**src/rtl/core/msc_pkg.sv**
```systemverilog
// ----------------------------------------------------------------------------
// msc_pkg: shared types and constants of the mass-storage command/status core
// Opcodes, command classes, sense codes and the request records that travel
// from the front end through the queue to the back end.
// ----------------------------------------------------------------------------
package msc_pkg;

    // Wrapper and status codes
    localparam logic [31:0] WRAPPER_SIG      = 32'h4342_5355;
    localparam logic [1:0]  STATUS_GOOD      = 2'd0;
    localparam logic [1:0]  STATUS_FAILED    = 2'd1;
    localparam logic [1:0]  STATUS_PHASE_ERR = 2'd2;

    // Fixed reply length of request sense
    localparam logic [31:0] SENSE_REPLY_BYTES = 32'd18;

    // SCSI operation codes
    localparam logic [7:0] OP_TEST_UNIT_READY = 8'h00;
    localparam logic [7:0] OP_REQUEST_SENSE   = 8'h03;
    localparam logic [7:0] OP_INQUIRY         = 8'h12;
    localparam logic [7:0] OP_MODE_SENSE      = 8'h1A;
    localparam logic [7:0] OP_READ_FMT_CAP    = 8'h23;
    localparam logic [7:0] OP_READ_CAPACITY   = 8'h25;
    localparam logic [7:0] OP_READ            = 8'h28;
    localparam logic [7:0] OP_WRITE           = 8'h2A;
    localparam logic [7:0] OP_VERIFY          = 8'h2F;

    // Medium-side outcomes
    localparam logic [2:0] OUTCOME_OK       = 3'd0;
    localparam logic [2:0] OUTCOME_NO_MEDIA = 3'd1;
    localparam logic [2:0] OUTCOME_CHANGED  = 3'd2;
    localparam logic [2:0] OUTCOME_INVALID  = 3'd4;

    // Sense keys
    localparam logic [3:0] KEY_NONE         = 4'd0;
    localparam logic [3:0] KEY_NOT_READY    = 4'd2;
    localparam logic [3:0] KEY_MEDIUM_ERROR = 4'd3;
    localparam logic [3:0] KEY_ILLEGAL      = 4'd5;
    localparam logic [3:0] KEY_ATTENTION    = 4'd6;

    // Additional sense codes
    localparam logic [7:0] ASC_NONE          = 8'h00;
    localparam logic [7:0] ASC_READ_ERROR    = 8'h11;
    localparam logic [7:0] ASC_WRITE_ERROR   = 8'h0C;
    localparam logic [7:0] ASC_BAD_OPCODE    = 8'h20;
    localparam logic [7:0] ASC_BAD_FIELD     = 8'h24;
    localparam logic [7:0] ASC_BAD_UNIT      = 8'h25;
    localparam logic [7:0] ASC_MEDIA_CHANGED = 8'h28;
    localparam logic [7:0] ASC_RESET         = 8'h29;
    localparam logic [7:0] ASC_NO_MEDIUM     = 8'h3A;

    // Command classes decided by the front end
    localparam logic [3:0] KIND_BAD     = 4'd0;  // broken wrapper, stall both
    localparam logic [3:0] KIND_MUTE    = 4'd1;  // reserved bits set, no effect
    localparam logic [3:0] KIND_UNIT    = 4'd2;  // unit out of range
    localparam logic [3:0] KIND_DIN_DIR = 4'd3;  // data-in command, wrong direction
    localparam logic [3:0] KIND_INQ     = 4'd4;
    localparam logic [3:0] KIND_RSENSE  = 4'd5;
    localparam logic [3:0] KIND_READ    = 4'd6;  // read or read capacity
    localparam logic [3:0] KIND_MSENSE  = 4'd7;
    localparam logic [3:0] KIND_RFC     = 4'd8;
    localparam logic [3:0] KIND_WR_DIR  = 4'd9;  // write, wrong direction
    localparam logic [3:0] KIND_WRITE   = 4'd10;
    localparam logic [3:0] KIND_TUR     = 4'd11; // test unit ready or verify
    localparam logic [3:0] KIND_UNSUP   = 4'd12;

    // Depth of the queue between front and back
    localparam int QUEUE_DEPTH = 2;

    // Classified request handed from front to back
    typedef struct packed {
        logic [3:0]  kind;
        logic [31:0] tag;
        logic [31:0] len;
        logic [2:0]  outcome;
        logic [31:0] nbytes;   // byte count the command produced or needs
        logic [31:0] diff;     // len - nbytes
        logic        n_eq;     // nbytes == len
        logic        n_gt;     // nbytes > len
        logic        len_ge_sense;
    } cmd_t;

    // Status result
    typedef struct packed {
        logic        send_status;
        logic [31:0] status_tag;
        logic [1:0]  status_code;
        logic [31:0] residue;
        logic [31:0] data_bytes;
        logic        stall_in;
        logic        stall_out;
        logic [3:0]  report_key;
        logic [7:0]  report_asc;
        logic [7:0]  report_ascq;
    } res_t;

endpackage

```
**src/rtl/core/mass_storage_command_status_core.sv**
```systemverilog
// ----------------------------------------------------------------------------
// mass_storage_command_status_core: bulk-only mass-storage command/status
// Checks each command wrapper, executes it against the kept sense data and
// returns the status wrapper fields, data-phase count and stall requests.
//
//   channel | dir | bits | carries
//   s_      | in  | 152  | command wrapper, medium outcome, handler byte count
//   m_      | out | 128  | status wrapper, data count, stalls, reported sense
//
// One request per cycle sustained while m_ is not stalled; an accepted
// request passes the front register, the queue and the result register
// before m_tvalid rises. The sense update in the back end is registered
// as each request is taken, so requests follow each other with no gap.
// Reset sets the sense to unit attention, reset occurred; no clearing pass.
// A stall on m_ fills the result register, then the two-entry queue, then
// the front register before s_tready drops.
// ----------------------------------------------------------------------------
module mass_storage_command_status_core #(
    parameter int MAX_UNITS = 1
) (
    input  logic         aclk,
    input  logic         aresetn,
    input  logic         s_tvalid,
    output logic         s_tready,
    // wrapper_complete, signature, reserved_clear, unit_number, opcode,
    // direction_in, expected length, tag, outcome, handler_bytes, zero pad
    input  logic [151:0] s_tdata,
    output logic         m_tvalid,
    input  logic         m_tready,
    // send_status, status_tag, status_code, residue, data_bytes, stall_in,
    // stall_out, report_key, report_asc, report_ascq, zero pad
    output logic [127:0] m_tdata
);

    msc_pkg::cmd_t front_cmd;
    msc_pkg::cmd_t queue_cmd;
    logic          front_valid;
    logic          front_ready;
    logic          queue_valid;
    logic          queue_ready;
    msc_pkg::res_t res;

    // Accept and classify
    msc_front #(
        .MAX_UNITS (MAX_UNITS)
    ) u_front (
        .aclk      (aclk),
        .aresetn   (aresetn),
        .s_tvalid  (s_tvalid),
        .s_tready  (s_tready),
        .s_tdata   (s_tdata),
        .cmd_valid (front_valid),
        .cmd_ready (front_ready),
        .cmd       (front_cmd)
    );

    // Decouple front and back
    msc_queue u_queue (
        .aclk       (aclk),
        .aresetn    (aresetn),
        .push_valid (front_valid),
        .push_ready (front_ready),
        .push_cmd   (front_cmd),
        .pop_valid  (queue_valid),
        .pop_ready  (queue_ready),
        .pop_cmd    (queue_cmd)
    );

    // Execute and build status
    msc_back u_back (
        .aclk      (aclk),
        .aresetn   (aresetn),
        .cmd_valid (queue_valid),
        .cmd_ready (queue_ready),
        .cmd       (queue_cmd),
        .res_valid (m_tvalid),
        .res_ready (m_tready),
        .res       (res)
    );

    // Pack the result, first field in the lowest bits
    assign m_tdata = {7'd0, res.report_ascq, res.report_asc, res.report_key,
                      res.stall_out, res.stall_in, res.data_bytes, res.residue,
                      res.status_code, res.status_tag, res.send_status};

    // A dropped wrapper carries no status code and no residue
    assert property (@(posedge aclk) disable iff (!aresetn)
        m_tvalid && !res.send_status |-> res.status_code == msc_pkg::STATUS_GOOD
                                         && res.residue == 32'd0 && res.data_bytes == 32'd0)
        else $error("dropped wrapper carries status fields");

    // A bulk-out stall on a sent status only comes with a phase error
    assert property (@(posedge aclk) disable iff (!aresetn)
        m_tvalid && res.send_status && res.stall_out
            |-> res.status_code == msc_pkg::STATUS_PHASE_ERR)
        else $error("bulk-out stall without phase error");

    // Reported sense only comes with a passed, sent status
    assert property (@(posedge aclk) disable iff (!aresetn)
        m_tvalid && (res.report_key != msc_pkg::KEY_NONE
                     || res.report_asc != msc_pkg::ASC_NONE
                     || res.report_ascq != 8'd0)
            |-> res.send_status && res.status_code == msc_pkg::STATUS_GOOD)
        else $error("sense reported outside a passed request sense");

    // Status code is never the unused encoding
    assert property (@(posedge aclk) disable iff (!aresetn)
        m_tvalid |-> res.status_code != 2'd3)
        else $error("illegal status code");

endmodule

```
**src/rtl/core/msc_front.sv**
```systemverilog
// ----------------------------------------------------------------------------
// msc_front: wrapper check and command classification
// Unpacks an input request, checks the wrapper, sorts the opcode into a
// command class and works out the byte-count compare, then holds the
// classified request in a register until the queue takes it.
// ----------------------------------------------------------------------------
module msc_front #(
    parameter int MAX_UNITS = 1
) (
    input  logic              aclk,
    input  logic              aresetn,
    input  logic              s_tvalid,
    output logic              s_tready,
    input  logic [151:0]      s_tdata,
    output logic              cmd_valid,
    input  logic              cmd_ready,
    output msc_pkg::cmd_t     cmd
);

    logic        wrapper_complete;
    logic [31:0] signature;
    logic        reserved_clear;
    logic [3:0]  unit_number;
    logic [7:0]  opcode;
    logic        direction_in;
    logic [31:0] host_len;
    logic [31:0] tag;
    logic [2:0]  outcome;
    logic [31:0] handler_bytes;

    logic [3:0]    kind;
    logic [31:0]   n_sel;
    logic [32:0]   sub;
    msc_pkg::cmd_t cmd_next;
    msc_pkg::cmd_t cmd_reg;
    logic          valid_reg;

    // Unpack the request
    assign wrapper_complete = s_tdata[0];
    assign signature        = s_tdata[32:1];
    assign reserved_clear   = s_tdata[33];
    assign unit_number      = s_tdata[37:34];
    assign opcode           = s_tdata[45:38];
    assign direction_in     = s_tdata[46];
    assign host_len         = s_tdata[78:47];
    assign tag              = s_tdata[110:79];
    assign outcome          = s_tdata[113:111];
    assign handler_bytes    = s_tdata[145:114];

    // Classify the command
    always_comb begin
        if (!wrapper_complete || signature != msc_pkg::WRAPPER_SIG) begin
            kind = msc_pkg::KIND_BAD;
        end else if (!reserved_clear) begin
            kind = msc_pkg::KIND_MUTE;
        end else if (32'(unit_number) >= 32'(MAX_UNITS)) begin
            kind = msc_pkg::KIND_UNIT;
        end else begin
            case (opcode)
                msc_pkg::OP_INQUIRY: begin
                    kind = direction_in ? msc_pkg::KIND_INQ : msc_pkg::KIND_DIN_DIR;
                end
                msc_pkg::OP_REQUEST_SENSE: begin
                    kind = direction_in ? msc_pkg::KIND_RSENSE : msc_pkg::KIND_DIN_DIR;
                end
                msc_pkg::OP_READ, msc_pkg::OP_READ_CAPACITY: begin
                    kind = direction_in ? msc_pkg::KIND_READ : msc_pkg::KIND_DIN_DIR;
                end
                msc_pkg::OP_MODE_SENSE: begin
                    kind = direction_in ? msc_pkg::KIND_MSENSE : msc_pkg::KIND_DIN_DIR;
                end
                msc_pkg::OP_READ_FMT_CAP: begin
                    kind = direction_in ? msc_pkg::KIND_RFC : msc_pkg::KIND_DIN_DIR;
                end
                msc_pkg::OP_WRITE: begin
                    kind = direction_in ? msc_pkg::KIND_WR_DIR : msc_pkg::KIND_WRITE;
                end
                msc_pkg::OP_TEST_UNIT_READY, msc_pkg::OP_VERIFY: begin
                    kind = msc_pkg::KIND_TUR;
                end
                default: begin
                    kind = msc_pkg::KIND_UNSUP;
                end
            endcase
        end
    end

    // Compare the byte count with the expected length in one subtract
    always_comb begin
        n_sel = (opcode == msc_pkg::OP_REQUEST_SENSE) ? msc_pkg::SENSE_REPLY_BYTES
                                                      : handler_bytes;
        sub   = {1'b0, host_len} - {1'b0, n_sel};

        cmd_next.kind         = kind;
        cmd_next.tag          = tag;
        cmd_next.len          = host_len;
        cmd_next.outcome      = outcome;
        cmd_next.nbytes       = n_sel;
        cmd_next.diff         = sub[31:0];
        cmd_next.n_gt         = sub[32];
        cmd_next.n_eq         = (sub == 33'd0);
        cmd_next.len_ge_sense = (host_len >= msc_pkg::SENSE_REPLY_BYTES);
    end

    // Hold the classified request until the queue takes it
    assign s_tready = !valid_reg || cmd_ready;

    always_ff @(posedge aclk) begin
        if (!aresetn) begin
            valid_reg <= 1'b0;
        end else if (s_tready) begin
            valid_reg <= s_tvalid;
        end
    end

    always_ff @(posedge aclk) begin
        if (s_tvalid && s_tready) begin
            cmd_reg <= cmd_next;
        end
    end

    assign cmd_valid = valid_reg;
    assign cmd       = cmd_reg;

endmodule

```
**src/rtl/core/msc_queue.sv**
```systemverilog
// ----------------------------------------------------------------------------
// msc_queue: short request queue between front and back
// A small circular buffer of classified requests so that each side can
// stall on its own.
// ----------------------------------------------------------------------------
module msc_queue (
    input  logic          aclk,
    input  logic          aresetn,
    input  logic          push_valid,
    output logic          push_ready,
    input  msc_pkg::cmd_t push_cmd,
    output logic          pop_valid,
    input  logic          pop_ready,
    output msc_pkg::cmd_t pop_cmd
);

    localparam int PTR_W = (msc_pkg::QUEUE_DEPTH > 1) ? $clog2(msc_pkg::QUEUE_DEPTH) : 1;
    localparam int CNT_W = $clog2(msc_pkg::QUEUE_DEPTH + 1);
    localparam logic [PTR_W-1:0] LAST_PTR = PTR_W'(msc_pkg::QUEUE_DEPTH - 1);
    localparam logic [CNT_W-1:0] FULL_CNT = CNT_W'(msc_pkg::QUEUE_DEPTH);

    msc_pkg::cmd_t    slot_reg [msc_pkg::QUEUE_DEPTH];
    logic [PTR_W-1:0] wr_ptr_reg;
    logic [PTR_W-1:0] rd_ptr_reg;
    logic [CNT_W-1:0] count_reg;
    logic             do_push;
    logic             do_pop;

    assign push_ready = (count_reg != FULL_CNT);
    assign pop_valid  = (count_reg != '0);
    assign pop_cmd    = slot_reg[rd_ptr_reg];
    assign do_push    = push_valid && push_ready;
    assign do_pop     = pop_valid && pop_ready;

    // Advance pointers and occupancy
    always_ff @(posedge aclk) begin
        if (!aresetn) begin
            wr_ptr_reg <= '0;
            rd_ptr_reg <= '0;
            count_reg  <= '0;
        end else begin
            if (do_push) begin
                wr_ptr_reg <= (wr_ptr_reg == LAST_PTR) ? '0 : wr_ptr_reg + PTR_W'(1);
            end
            if (do_pop) begin
                rd_ptr_reg <= (rd_ptr_reg == LAST_PTR) ? '0 : rd_ptr_reg + PTR_W'(1);
            end
            if (do_push && !do_pop) begin
                count_reg <= count_reg + CNT_W'(1);
            end else if (!do_push && do_pop) begin
                count_reg <= count_reg - CNT_W'(1);
            end
        end
    end

    // Store the request
    always_ff @(posedge aclk) begin
        if (do_push) begin
            slot_reg[wr_ptr_reg] <= push_cmd;
        end
    end

endmodule

```
**src/rtl/core/msc_back.sv**
```systemverilog
// ----------------------------------------------------------------------------
// msc_back: command execution and status build
// Keeps the sense key and codes, carries out one classified request per
// cycle unless stalled and holds the status result in an output register.
// ----------------------------------------------------------------------------
module msc_back (
    input  logic          aclk,
    input  logic          aresetn,
    input  logic          cmd_valid,
    output logic          cmd_ready,
    input  msc_pkg::cmd_t cmd,
    output logic          res_valid,
    input  logic          res_ready,
    output msc_pkg::res_t res
);

    logic [3:0] key_reg, key_next;
    logic [7:0] asc_reg, asc_next;
    logic [7:0] ascq_reg, ascq_next;

    msc_pkg::res_t res_reg, res_next;
    logic          valid_reg;
    logic          blocked;
    logic          good;
    logic          finish;
    logic          take;

    assign blocked   = (key_reg == msc_pkg::KEY_ATTENTION);
    assign cmd_ready = !valid_reg || res_ready;
    assign take      = cmd_valid && cmd_ready;

    // Work out the result and the next sense
    always_comb begin
        key_next  = key_reg;
        asc_next  = asc_reg;
        ascq_next = ascq_reg;
        res_next  = '0;
        good      = 1'b1;
        finish    = 1'b0;

        res_next.send_status = 1'b1;
        res_next.status_tag  = cmd.tag;

        case (cmd.kind)
            msc_pkg::KIND_BAD: begin
                res_next           = '0;
                res_next.stall_in  = 1'b1;
                res_next.stall_out = 1'b1;
            end
            msc_pkg::KIND_MUTE: begin
                res_next = '0;
            end
            msc_pkg::KIND_UNIT: begin
                if (!blocked) begin
                    key_next  = msc_pkg::KEY_ILLEGAL;
                    asc_next  = msc_pkg::ASC_BAD_UNIT;
                    ascq_next = 8'h00;
                end
                res_next.status_code = msc_pkg::STATUS_FAILED;
                res_next.residue     = cmd.len;
            end
            msc_pkg::KIND_DIN_DIR: begin
                res_next.stall_in    = 1'b1;
                res_next.status_code = msc_pkg::STATUS_PHASE_ERR;
            end
            msc_pkg::KIND_WR_DIR: begin
                res_next.stall_out   = 1'b1;
                res_next.status_code = msc_pkg::STATUS_PHASE_ERR;
            end
            msc_pkg::KIND_INQ: begin
                finish = 1'b1;
                if (cmd.outcome == msc_pkg::OUTCOME_INVALID) begin
                    good = 1'b0;
                    if (!blocked) begin
                        key_next  = msc_pkg::KEY_ILLEGAL;
                        asc_next  = msc_pkg::ASC_BAD_FIELD;
                        ascq_next = 8'h00;
                    end
                end
            end
            msc_pkg::KIND_RSENSE: begin
                finish = 1'b1;
                if (cmd.len_ge_sense) begin
                    res_next.report_key  = key_reg;
                    res_next.report_asc  = asc_reg;
                    res_next.report_ascq = ascq_reg;
                    key_next  = msc_pkg::KEY_NONE;
                    asc_next  = msc_pkg::ASC_NONE;
                    ascq_next = 8'h00;
                end
            end
            msc_pkg::KIND_READ: begin
                finish = 1'b1;
                if (blocked) begin
                    good = 1'b0;
                end else if (cmd.outcome != msc_pkg::OUTCOME_OK) begin
                    good      = 1'b0;
                    ascq_next = 8'h00;
                    if (cmd.outcome == msc_pkg::OUTCOME_NO_MEDIA) begin
                        key_next = msc_pkg::KEY_NOT_READY;
                        asc_next = msc_pkg::ASC_NO_MEDIUM;
                    end else if (cmd.outcome == msc_pkg::OUTCOME_CHANGED) begin
                        key_next = msc_pkg::KEY_ATTENTION;
                        asc_next = msc_pkg::ASC_MEDIA_CHANGED;
                    end else begin
                        key_next = msc_pkg::KEY_MEDIUM_ERROR;
                        asc_next = msc_pkg::ASC_READ_ERROR;
                    end
                end
            end
            msc_pkg::KIND_MSENSE: begin
                finish = 1'b1;
                if (blocked) begin
                    good = 1'b0;
                end else if (cmd.outcome == msc_pkg::OUTCOME_INVALID) begin
                    good      = 1'b0;
                    key_next  = msc_pkg::KEY_ILLEGAL;
                    asc_next  = msc_pkg::ASC_BAD_FIELD;
                    ascq_next = 8'h00;
                end
            end
            msc_pkg::KIND_RFC: begin
                finish = 1'b1;
                good   = !blocked;
            end
            msc_pkg::KIND_WRITE: begin
                res_next.data_bytes = cmd.len;
                if (blocked) begin
                    good = 1'b0;
                end else if (cmd.outcome != msc_pkg::OUTCOME_OK) begin
                    good      = 1'b0;
                    ascq_next = 8'h00;
                    if (cmd.outcome == msc_pkg::OUTCOME_NO_MEDIA) begin
                        key_next = msc_pkg::KEY_NOT_READY;
                        asc_next = msc_pkg::ASC_NO_MEDIUM;
                    end else if (cmd.outcome == msc_pkg::OUTCOME_CHANGED) begin
                        key_next = msc_pkg::KEY_ATTENTION;
                        asc_next = msc_pkg::ASC_MEDIA_CHANGED;
                    end else begin
                        key_next = msc_pkg::KEY_MEDIUM_ERROR;
                        asc_next = msc_pkg::ASC_WRITE_ERROR;
                    end
                end
                if (!good) begin
                    res_next.status_code = msc_pkg::STATUS_FAILED;
                    res_next.residue     = cmd.len;
                end else if (!cmd.n_gt) begin
                    res_next.status_code = msc_pkg::STATUS_GOOD;
                    res_next.residue     = cmd.diff;
                end else begin
                    res_next.status_code = msc_pkg::STATUS_PHASE_ERR;
                end
            end
            msc_pkg::KIND_TUR: begin
                res_next.residue = cmd.len;
                if (blocked) begin
                    res_next.status_code = msc_pkg::STATUS_FAILED;
                end else if (cmd.outcome == msc_pkg::OUTCOME_OK) begin
                    res_next.status_code = msc_pkg::STATUS_GOOD;
                end else begin
                    res_next.status_code = msc_pkg::STATUS_FAILED;
                    if (cmd.outcome == msc_pkg::OUTCOME_NO_MEDIA) begin
                        key_next  = msc_pkg::KEY_NOT_READY;
                        asc_next  = msc_pkg::ASC_NO_MEDIUM;
                        ascq_next = 8'h00;
                    end else if (cmd.outcome == msc_pkg::OUTCOME_CHANGED) begin
                        key_next  = msc_pkg::KEY_ATTENTION;
                        asc_next  = msc_pkg::ASC_MEDIA_CHANGED;
                        ascq_next = 8'h00;
                    end else begin
                        // medium error, codes kept
                        key_next = msc_pkg::KEY_MEDIUM_ERROR;
                    end
                end
            end
            default: begin
                // unsupported opcode
                if (!blocked) begin
                    key_next  = msc_pkg::KEY_ILLEGAL;
                    asc_next  = msc_pkg::ASC_BAD_OPCODE;
                    ascq_next = 8'h00;
                end
                res_next.status_code = msc_pkg::STATUS_FAILED;
                res_next.residue     = cmd.len;
            end
        endcase

        // Close a data-in command
        if (finish) begin
            if (!good) begin
                res_next.stall_in    = 1'b1;
                res_next.status_code = msc_pkg::STATUS_FAILED;
                res_next.residue     = cmd.len;
            end else if (cmd.n_eq) begin
                res_next.data_bytes  = cmd.nbytes;
                res_next.status_code = msc_pkg::STATUS_GOOD;
            end else if (!cmd.n_gt) begin
                res_next.data_bytes  = cmd.nbytes;
                res_next.stall_in    = 1'b1;
                res_next.status_code = msc_pkg::STATUS_GOOD;
                res_next.residue     = cmd.diff;
            end else begin
                res_next.stall_in    = 1'b1;
                res_next.status_code = msc_pkg::STATUS_PHASE_ERR;
            end
        end
    end

    // Update sense state and the output valid
    always_ff @(posedge aclk) begin
        if (!aresetn) begin
            key_reg   <= msc_pkg::KEY_ATTENTION;
            asc_reg   <= msc_pkg::ASC_RESET;
            ascq_reg  <= 8'h00;
            valid_reg <= 1'b0;
        end else begin
            if (take) begin
                key_reg  <= key_next;
                asc_reg  <= asc_next;
                ascq_reg <= ascq_next;
            end
            if (cmd_ready) begin
                valid_reg <= cmd_valid;
            end
        end
    end

    // Hold the result until taken
    always_ff @(posedge aclk) begin
        if (take) begin
            res_reg <= res_next;
        end
    end

    assign res_valid = valid_reg;
    assign res       = res_reg;

endmodule

```
**config.mk**
```make
export PLATFORM = sky130hd
export DESIGN_NAME = mass_storage_command_status_core
export DESIGN_NICKNAME = d
export VERILOG_FILES = /design/src/rtl/core/msc_pkg.sv /design/src/rtl/core/mass_storage_command_status_core.sv /design/src/rtl/core/msc_front.sv /design/src/rtl/core/msc_queue.sv /design/src/rtl/core/msc_back.sv
export SDC_FILE = /design/constraint.sdc
export NUM_CORES = 1
export LEC_CHECK = 0
export BUFFER_PORTS_ARGS = -buffer_cell sky130_fd_sc_hd__buf_2
export CORE_AREA = 4 4 206 208
export DETAILED_ROUTE_END_ITERATION = 10
export DIE_AREA = 0 0 210 212
export GPL_ROUTABILITY_DRIVEN = 0
export HOLD_SLACK_MARGIN = 0.12
export PLACE_DENSITY = 0.76
export SLEW_MARGIN = 10
export SYNTH_ARGS = -nofsm -noshare
export SYNTH_HDL_FRONTEND = slang
export SYNTH_SLANG_ARGS = --single-unit
```
**constraint.sdc**
```tcl
create_clock -name aclk -period 20.1 [get_ports aclk]
set_input_delay 4.02 -clock aclk [delete_from_list [all_inputs] [get_ports aclk]]
set_output_delay 4.02 -clock aclk [all_outputs]
set_load 0.01 [all_outputs]
```
==> impl_metrics.tcl, run 1 <==
set metrics [dict create \
    outcome "complete, no violations" \
    worstSetupPathType "input port to flip-flop" \
    cp-end-kind "flip-flop" \
    initial_core_util_pct 54.7 \
    hold_path.startpoint "u_front.cmd[108]" \
    synth_area_leaders "edfxtp_1 71%, mux2i_1 3.8%, mux2_2 2.7%, nand2_1 2.2%, ha_1 2.0%" \
    share_comb_of_total_power_pct 24.1 \
    synth-edff-count 524 \
    via_per_inst 5.80 \
    first_global_vias 13500 \
    ys_seq_area_share_pct 72.4 \
    wl_mm 50.2 \
    vias 13500 \
    drive_gt1_share_pct 24.2 \
    period_minus_slack_ps 8300 \
    powerDensity_mw_per_mm2 131 \
    period_share_pct 41.3 \
    synth_mux_area_share_pct 6.53 \
    cts_made_buffers 54 \
    finalHoldViolCount 0 \
    setup_violations 0 \
    cp_slowest_cell "nor4_1" \
    yosys_warnings 0 \
    reg2regPathDepth 9 \
    cp.required_ps 20570 \
    start_kind "input port" \
    ioPinCount 286 \
    p_leak_uw 0.00946 \
    max-vdd-ir-drop_v 0.0000804 \
    synth_compound_area_share_pct 7.76 \
    synth_top_area_cell "edfxtp_1" \
    relSlewSlack_pct 21.7 \
    largest_reg_flops 276 \
    clock_path_buffers 3 \
    slew_viol_final 0 \
    synth_fa_ha_area_share_pct 2.06 \
    critical_path_buf_inv_count 3 \
    path_max_fanout 33 \
    skew_ps 25.8 \
    yosysMostFrequentCell "edfxtp_1" \
    max_freq_mhz 121 \
    synth-seq-cells 540 \
    avgSynthCellArea_um2 15.1 \
    grt_max_degree 82 \
    hold_path_depth 0 \
    h-tree-depth 2 \
    grt_overflow 0 \
    power_switching_uw 1020 \
    synth_top_family_by_area "compound AO/OA/AOI/OAI gates" \
    cts_tree "yes" \
    total_power_uw 3380 \
    syn_to_final_growth_pct 16.6 \
    post_drt_wl_per_cell_um 21.6 \
    post-dp-hpwl_mm 32.5 \
    die_x_um 210 \
    cap_viol_max_count 0 \
    cp.arrival_ps 8760 \
    hold_class "flip-flop to flip-flop" \
    synth_xor_area_share_pct 1.34 \
    rsz0062_at_grt "false" \
    io_buffers 261 \
    netlist.area_leader.share_pct 71.0 \
    synth_cells 1471 \
    crit_family "simple AND/OR/NAND/NOR gates" \
    sequentialPowerShare_pct 46.1 \
    num_rows 74 \
    synth_area_mm2 0.0222 \
    cts_hold_buf 0 \
    gr-usage-all-layers_pct 22.1 \
    ys.flop_type "edfxtp_1" \
    cts.sink_count 540 \
    async_flop_share_pct 0 \
    cts_resized 0 \
    dieArea_mm2 0.0445 \
    synth_cell_types 67 \
    worst_slew_pin_slew_ps 1170 \
    drcViolationCount 0 \
    postCtsSetupRepairBufs 0 \
    path_cells "buf_2, nor4_1, nand2_1, buf_4, and2_1, ha_1, inv_1, fa_1, a21o_1, a21oi_2, xnor2_1, or4_1, or4_1, or4b_1, or4b_1, nor4_1, and4b_1" \
    die_h_um 212 \
    clk_pin_slew_ps 60 \
    insertion_delay_ps 600 \
    critical-path-max-stage-delay_ps 590 \
    r2r_slack_ps 14930 \
    finalSetupTns_ps 0 \
    ys_top_cells_by_count "524 x edfxtp_1, 132 x nand2_1, 85 x mux2i_1" \
    placed_cells 2223 \
    p_sw_share_pct 30.1 \
    yosys.area_share.simple_pct 7.35 \
    num-fill-cells 2953 \
    drtPass1Iterations 5 \
    nNetsFinal 1939 \
    grt_pass1_wl_mm 76.1 \
    internal-power_uw 2360 \
    antenna_found_initial 1 \
    drt_iter0_drc 1220 \
    final_cell_count_no_fill 2321 \
    fp.coreArea_mm2 0.0406 \
    postRouteAntennaNets 0 \
    whs_endpoint "u_queue.slot_reg[0][108]" \
    clkPwrFrac_pct 29.9 \
    r2r-end "u_back.res[34]" \
    cts-root-buf "clkbuf_16" \
]
-- stage by stage --
step                      hold WS [ps]  setup WS, ps  instance area [um2]  util [%]
after CTS                          443         11850                25800      63.7
after global placement             422         11280                24000      59.3
after floorplan                    421         11970                22200         -
after global routing               451         11510                25800      63.7
final                              439         11800                25800      63.7
after detailed placement           429         11220                24000      59.3
-- layer usage --
| layer | part of all wire (%) | up-vias | global-route usage, % |
|---|---|---|---|
| li1 | - | 6182 | - |
| met1 | 41 | 6624 | 30.0 |
| met2 | 49 | 562 | 37.3 |
| met3 | 7.4 | 93 | 3.23 |
| met4 | 2.8 | 0 | 7.09 |
| met5 | 0 | - | 0 |
-- cell families after synthesis --
group,Yosys count
flops,540
simple gates,342
compound gates,250
mux,138
buf+inv,130
fa+ha+maj,36
xor+xnor,34
other cells,1
-- worst max path at each step --
| stage | from | slack [ps] | to | cells past startpoint |
|---|---|---|---|---|
| floorplan | s_tdata[42] | 11970 | u_front.cmd[2] | 16 |
| global placement | s_tdata[42] | 11280 | u_front.cmd[2] | 17 |
| detailed placement | s_tdata[42] | 11220 | u_front.cmd[2] | 17 |
| CTS | s_tdata[42] | 11850 | u_front.cmd[2] | 17 |
| global route | s_tdata[42] | 11510 | u_front.cmd[2] | 17 |
| finish | s_tdata[42] | 11800 | u_front.cmd[2] | 17 |
-- power by group through the flow --
stage,combinational (uW),sequential [uW],clock (uW)
6_report,813,1560,1010
3_3_place_gp,791,1570,0
4_1_cts,815,1560,1030
3_5_place_dp,810,1580,0
5_1_grt,880,1570,1080
2_1_floorplan,476,1630,0
-- cell usage in the layout (no fill, tap or decap), types with 5 or more instances in the layout --
cell        count
a31oi_1         6
o22ai_1         7
o21ai_0        31
o221ai_1       32
nand3_1         8
conb_1         18
ha_1           35
nand4_1         6
edfxtp_1      524
clkinv_1        5
a21o_1         12
nor4_1         11
clkinvlp_4      9
clkbuf_16      55
and3_1          6
o2bb2ai_1      28
bufinv_16       7
a21oi_1        70
buf_4          16
nor2_1         71
or4_1           5
mux2_2         53
o21a_1          7
clkinv_2       12
nor3_1         42
nor4b_1         7
xor2_1         12
xnor2_1        22
clkbuf_1        5
a211oi_1        5
nor2b_1         6
nand2b_1        7
mux2i_1        84
dfxtp_1        15
a21boi_0        8
inv_1          55
and2_1         18
nand2_1       132
buf_2         261
-- layout make-up --
cell class / instances / area, um2 / share of cell area [%]
well taps: 532 / 666 / 2.58
clock buffers: 60 / 1400 / 5.40
repair buffers: 277 / 1430 / 5.52
multi-input cells: 818 / 5680 / 22.0
inverters: 56 / 213 / 0.823
clock inverters: 37 / 403 / 1.56
diodes: 1 / 2.50 / 0.00968
flip-flops and latches: 540 / 16100 / 62.1
Power figures use the tool's default switching activity.
==> run 2, diff against run 1 <==
--- a/config.mk
+++ b/config.mk
@@ -5,10 +5,11 @@
 export SDC_FILE = /design/constraint.sdc
 export NUM_CORES = 1
 export LEC_CHECK = 0
+export ABC_AREA = 1
 export BUFFER_PORTS_ARGS = -buffer_cell sky130_fd_sc_hd__buf_2
-export CORE_AREA = 4 4 206 208
+export CORE_AREA = 4 4 221 223
 export DETAILED_ROUTE_END_ITERATION = 10
-export DIE_AREA = 0 0 210 212
+export DIE_AREA = 0 0 225 227
 export GPL_ROUTABILITY_DRIVEN = 0
 export HOLD_SLACK_MARGIN = 0.12
 export PLACE_DENSITY = 0.76
==> constraint.sdc (replaced) <==
create_clock -name aclk -period 6.9 [get_ports aclk]
set_input_delay 1.38 -clock aclk [delete_from_list [all_inputs] [get_ports aclk]]
set_output_delay 1.38 -clock aclk [all_outputs]
set_load 0.01 [all_outputs]
==> run 2 against run 1 <==
  * Register-to-register slack worse by 13000 ps
  * Clock-buffer cell count is 4 lower
  * Final cell count is 40% higher
  * Area after synthesis is 11% higher
  * First-iteration DRC count is 45% higher
  * Global-route usage is 0.42 points higher
  * Largest cell class unchanged
  * Non-clock buffer count is 2 lower
  * Hold slack better by 1.6 ps
  * Core utilization is 3.2 points lower
  * Clock power grew to 2.8 times the previous value
  * Synthesized cell count is 59% higher
==> impl_metrics.tcl, run 2 <==
set metrics [dict create \
    outcome "complete, no violations" \
    num_rows 79 \
    slew_viol_final 0 \
    path_cells "inv_2, nand2_1, nand2_1, nor2_2, nand2_1, buf_4, nand2_2, nand2_1, nand3_2, nand2_1, nand2_4, inv_2, o21ai_0, nand3_1" \
    yosysMostFrequentCell "nand2_1" \
    relSlewSlack_pct 20.5 \
    skew_ps 29.3 \
    clk_pin_slew_ps 70 \
    wl_met1_mm 23.7 \
    routed.top_layer "met4" \
    utilization_pct 60.6 \
    drive_gt1_share_pct 16.8 \
    cts_made_buffers 51 \
    start_kind "flip-flop" \
    mostFrequentLayoutCells "742 x nand2_1, 524 x edfxtp_1, 308 x inv_1, 261 x buf_2, 152 x nand3_1" \
    drt_iter0_drc 1763 \
    insertion_delay_ps 590 \
    critical-path-max-stage-delay_ps 1000 \
    largest_reg_flops 276 \
    grt_pass1_wl_mm 90.4 \
    max-vdd-ir-drop_v 0.000380 \
    nNetsFinal 2787 \
    multi_input_area_mm2 0.00703 \
    drcViolationCount 0 \
    synth_area_leaders "edfxtp_1 64%, nand2_1 11%, inv_1 4.7%, nand3_1 3.1%, ha_1 1.8%" \
    synth_area_mm2 0.0246 \
    period_share_pct 70.5 \
    rsz0062_at_grt "false" \
    synth_cell_types 50 \
    period_minus_slack_ps 4860 \
    die_x_um 225 \
    cts-root-buf "clkbuf_16" \
    synth-edff-count 524 \
    cp_slowest_cell "dfxtp_4" \
    clock_path_buffers 3 \
    vias 17600 \
    finalHoldViolCount 0 \
    cts_tree "yes" \
    avgSynthCellArea_um2 10.5 \
    grt_overflow 0 \
    via_per_inst 5.42 \
    wl_met2_mm 28.3 \
    dieArea_mm2 0.0511 \
    num_antenna_cells 0 \
    post-dp-hpwl_mm 39.8 \
    cp.required_ps 7190 \
    gr-usage-all-layers_pct 22.5 \
    hold_class "flip-flop to flip-flop" \
    initial_core_util_pct 52.9 \
    fp.coreArea_mm2 0.0466 \
    synth_cells 2342 \
    wl_mm 59.3 \
    first_global_vias 17100 \
    drtPass1Iterations 8 \
    num-fill-cells 3571 \
    cp-end-kind "flip-flop" \
    cts.sink_count 540 \
    cp.arrival_ps 5160 \
    worst_slew_pin_slew_ps 1190 \
    whs_ps 440 \
    worstSetupPathType "flip-flop to flip-flop" \
    seqCellArea_mm2 0.0161 \
    p_leak_uw 0.0121 \
    ys.flop_type "edfxtp_1" \
    postCtsSetupRepairBufs 0 \
    cts_resized 0 \
    syn_to_final_growth_pct 14.4 \
    h-tree-depth 2 \
    netlist.area_leader.share_pct 63.9 \
    path_max_fanout 78 \
    post_drt_wl_per_cell_um 18.3 \
    die_h_um 227 \
    ys_top_cells_by_count "742 x nand2_1, 524 x edfxtp_1, 309 x inv_1" \
    io_buffers 261 \
    cts_hold_buf 0 \
    postRouteAntennaNets 0 \
    antenna_found_initial 0 \
    setup_violations 0 \
    grt_max_degree 140 \
    place_ws_ps 2010 \
    ioPinCount 286 \
    async_flop_share_pct 0 \
    synth-seq-cells 540 \
    max_freq_mhz 206 \
    final_common_cell "nand2_1" \
    cap_viol_max_count 0 \
    ys_seq_area_share_pct 65.2 \
    wl_met3_mm 4.93 \
    synth_top_area_cell "edfxtp_1" \
    cpMostUsedCell "nand2_1" \
    powerDensity_mw_per_mm2 415 \
    yosys_warnings 0 \
    setup_ws_ps 2040 \
]
[run 2: cell types whose count changed after synthesis, sizes merged, moves of 33 or more]
cell / previous run / this run
inv: 56 / 313
or2: 0 / 42
nand2: 132 / 748
mux2: 53 / 0
o211ai: 4 / 37
nand3: 8 / 153
mux2i: 85 / 27
nor2: 73 / 108
[run 2: per-stage QoR]
step                power [uW]  instances  cell area [um2]  TNS (ps)
floorplan                 7590       2359            24700     -3130
global placement          8720       3149            26500         0
detailed placement        8870       3149            26500         0
CTS                      11700       3244            28200         0
global route             12300       3244            28200         0
finish                   11700       3244            28200         0
[run 2: path summary, 6_finish.rpt]
kind | start | to | slack, ps | depth (start not counted)
max | flip-flop | u_back.res[21] | 2040 | 14
min reg2reg | u_front.cmd[111] | u_queue.slot_reg[1][111] | 440 | 0
max reg2reg | flip-flop | u_back.res[21] | 2040 | 14
min | u_front.cmd[111] | u_queue.slot_reg[1][111] | 440 | 0
[run 2: area by class of cell]
type / count / area share [%]
Sequential cell: 540 / 57.0
Multi-Input combinational cell: 1414 / 24.9
Timing Repair Buffer: 275 / 5.10
Clock buffer: 56 / 4.67
Inverter: 313 / 4.19
Tap cell: 607 / 2.69
Clock inverter: 39 / 1.44
[run 2: kinds of logic after synthesis]
family	synth area share, %
other	0.0152
adder cells (fa/ha/maj)	1.86
XOR/XNOR	0.213
AO/OA/AOI/OAI	5.95
flip-flops	65.2
AND/OR/NAND/NOR	19.0
multiplexers	1.10
buffers and inverters	6.74
[run 2: routing by layer]
| metal | track usage (%) | vias up |
|---|---|---|
| li1 | - | 8337 |
| met3 | 3.22 | 168 |
| met2 | 37.5 | 890 |
| met5 | 0 | - |
| met1 | 30.3 | 8194 |
| met4 | 8.95 | 0 |
[run 2: power breakdown]
group,switching (uW),internal [uW],leakage [uW]
registers,289,4540,0.00508
logic,2820,1210,0.00618
clock network,1190,1650,0.000832
total,4300,7390,0.0121
[run 2: worst max-delay path, delay by kind of cell, from the launching register on]
| kind | cells | cell delay [ps] |
|---|---|---|
| AND/OR/NAND/NOR | 10 | 1700 |
| buffers and inverters | 3 | 1450 |
| flip-flops | 1 | 1000 |
| AO/OA/AOI/OAI | 1 | 410 |
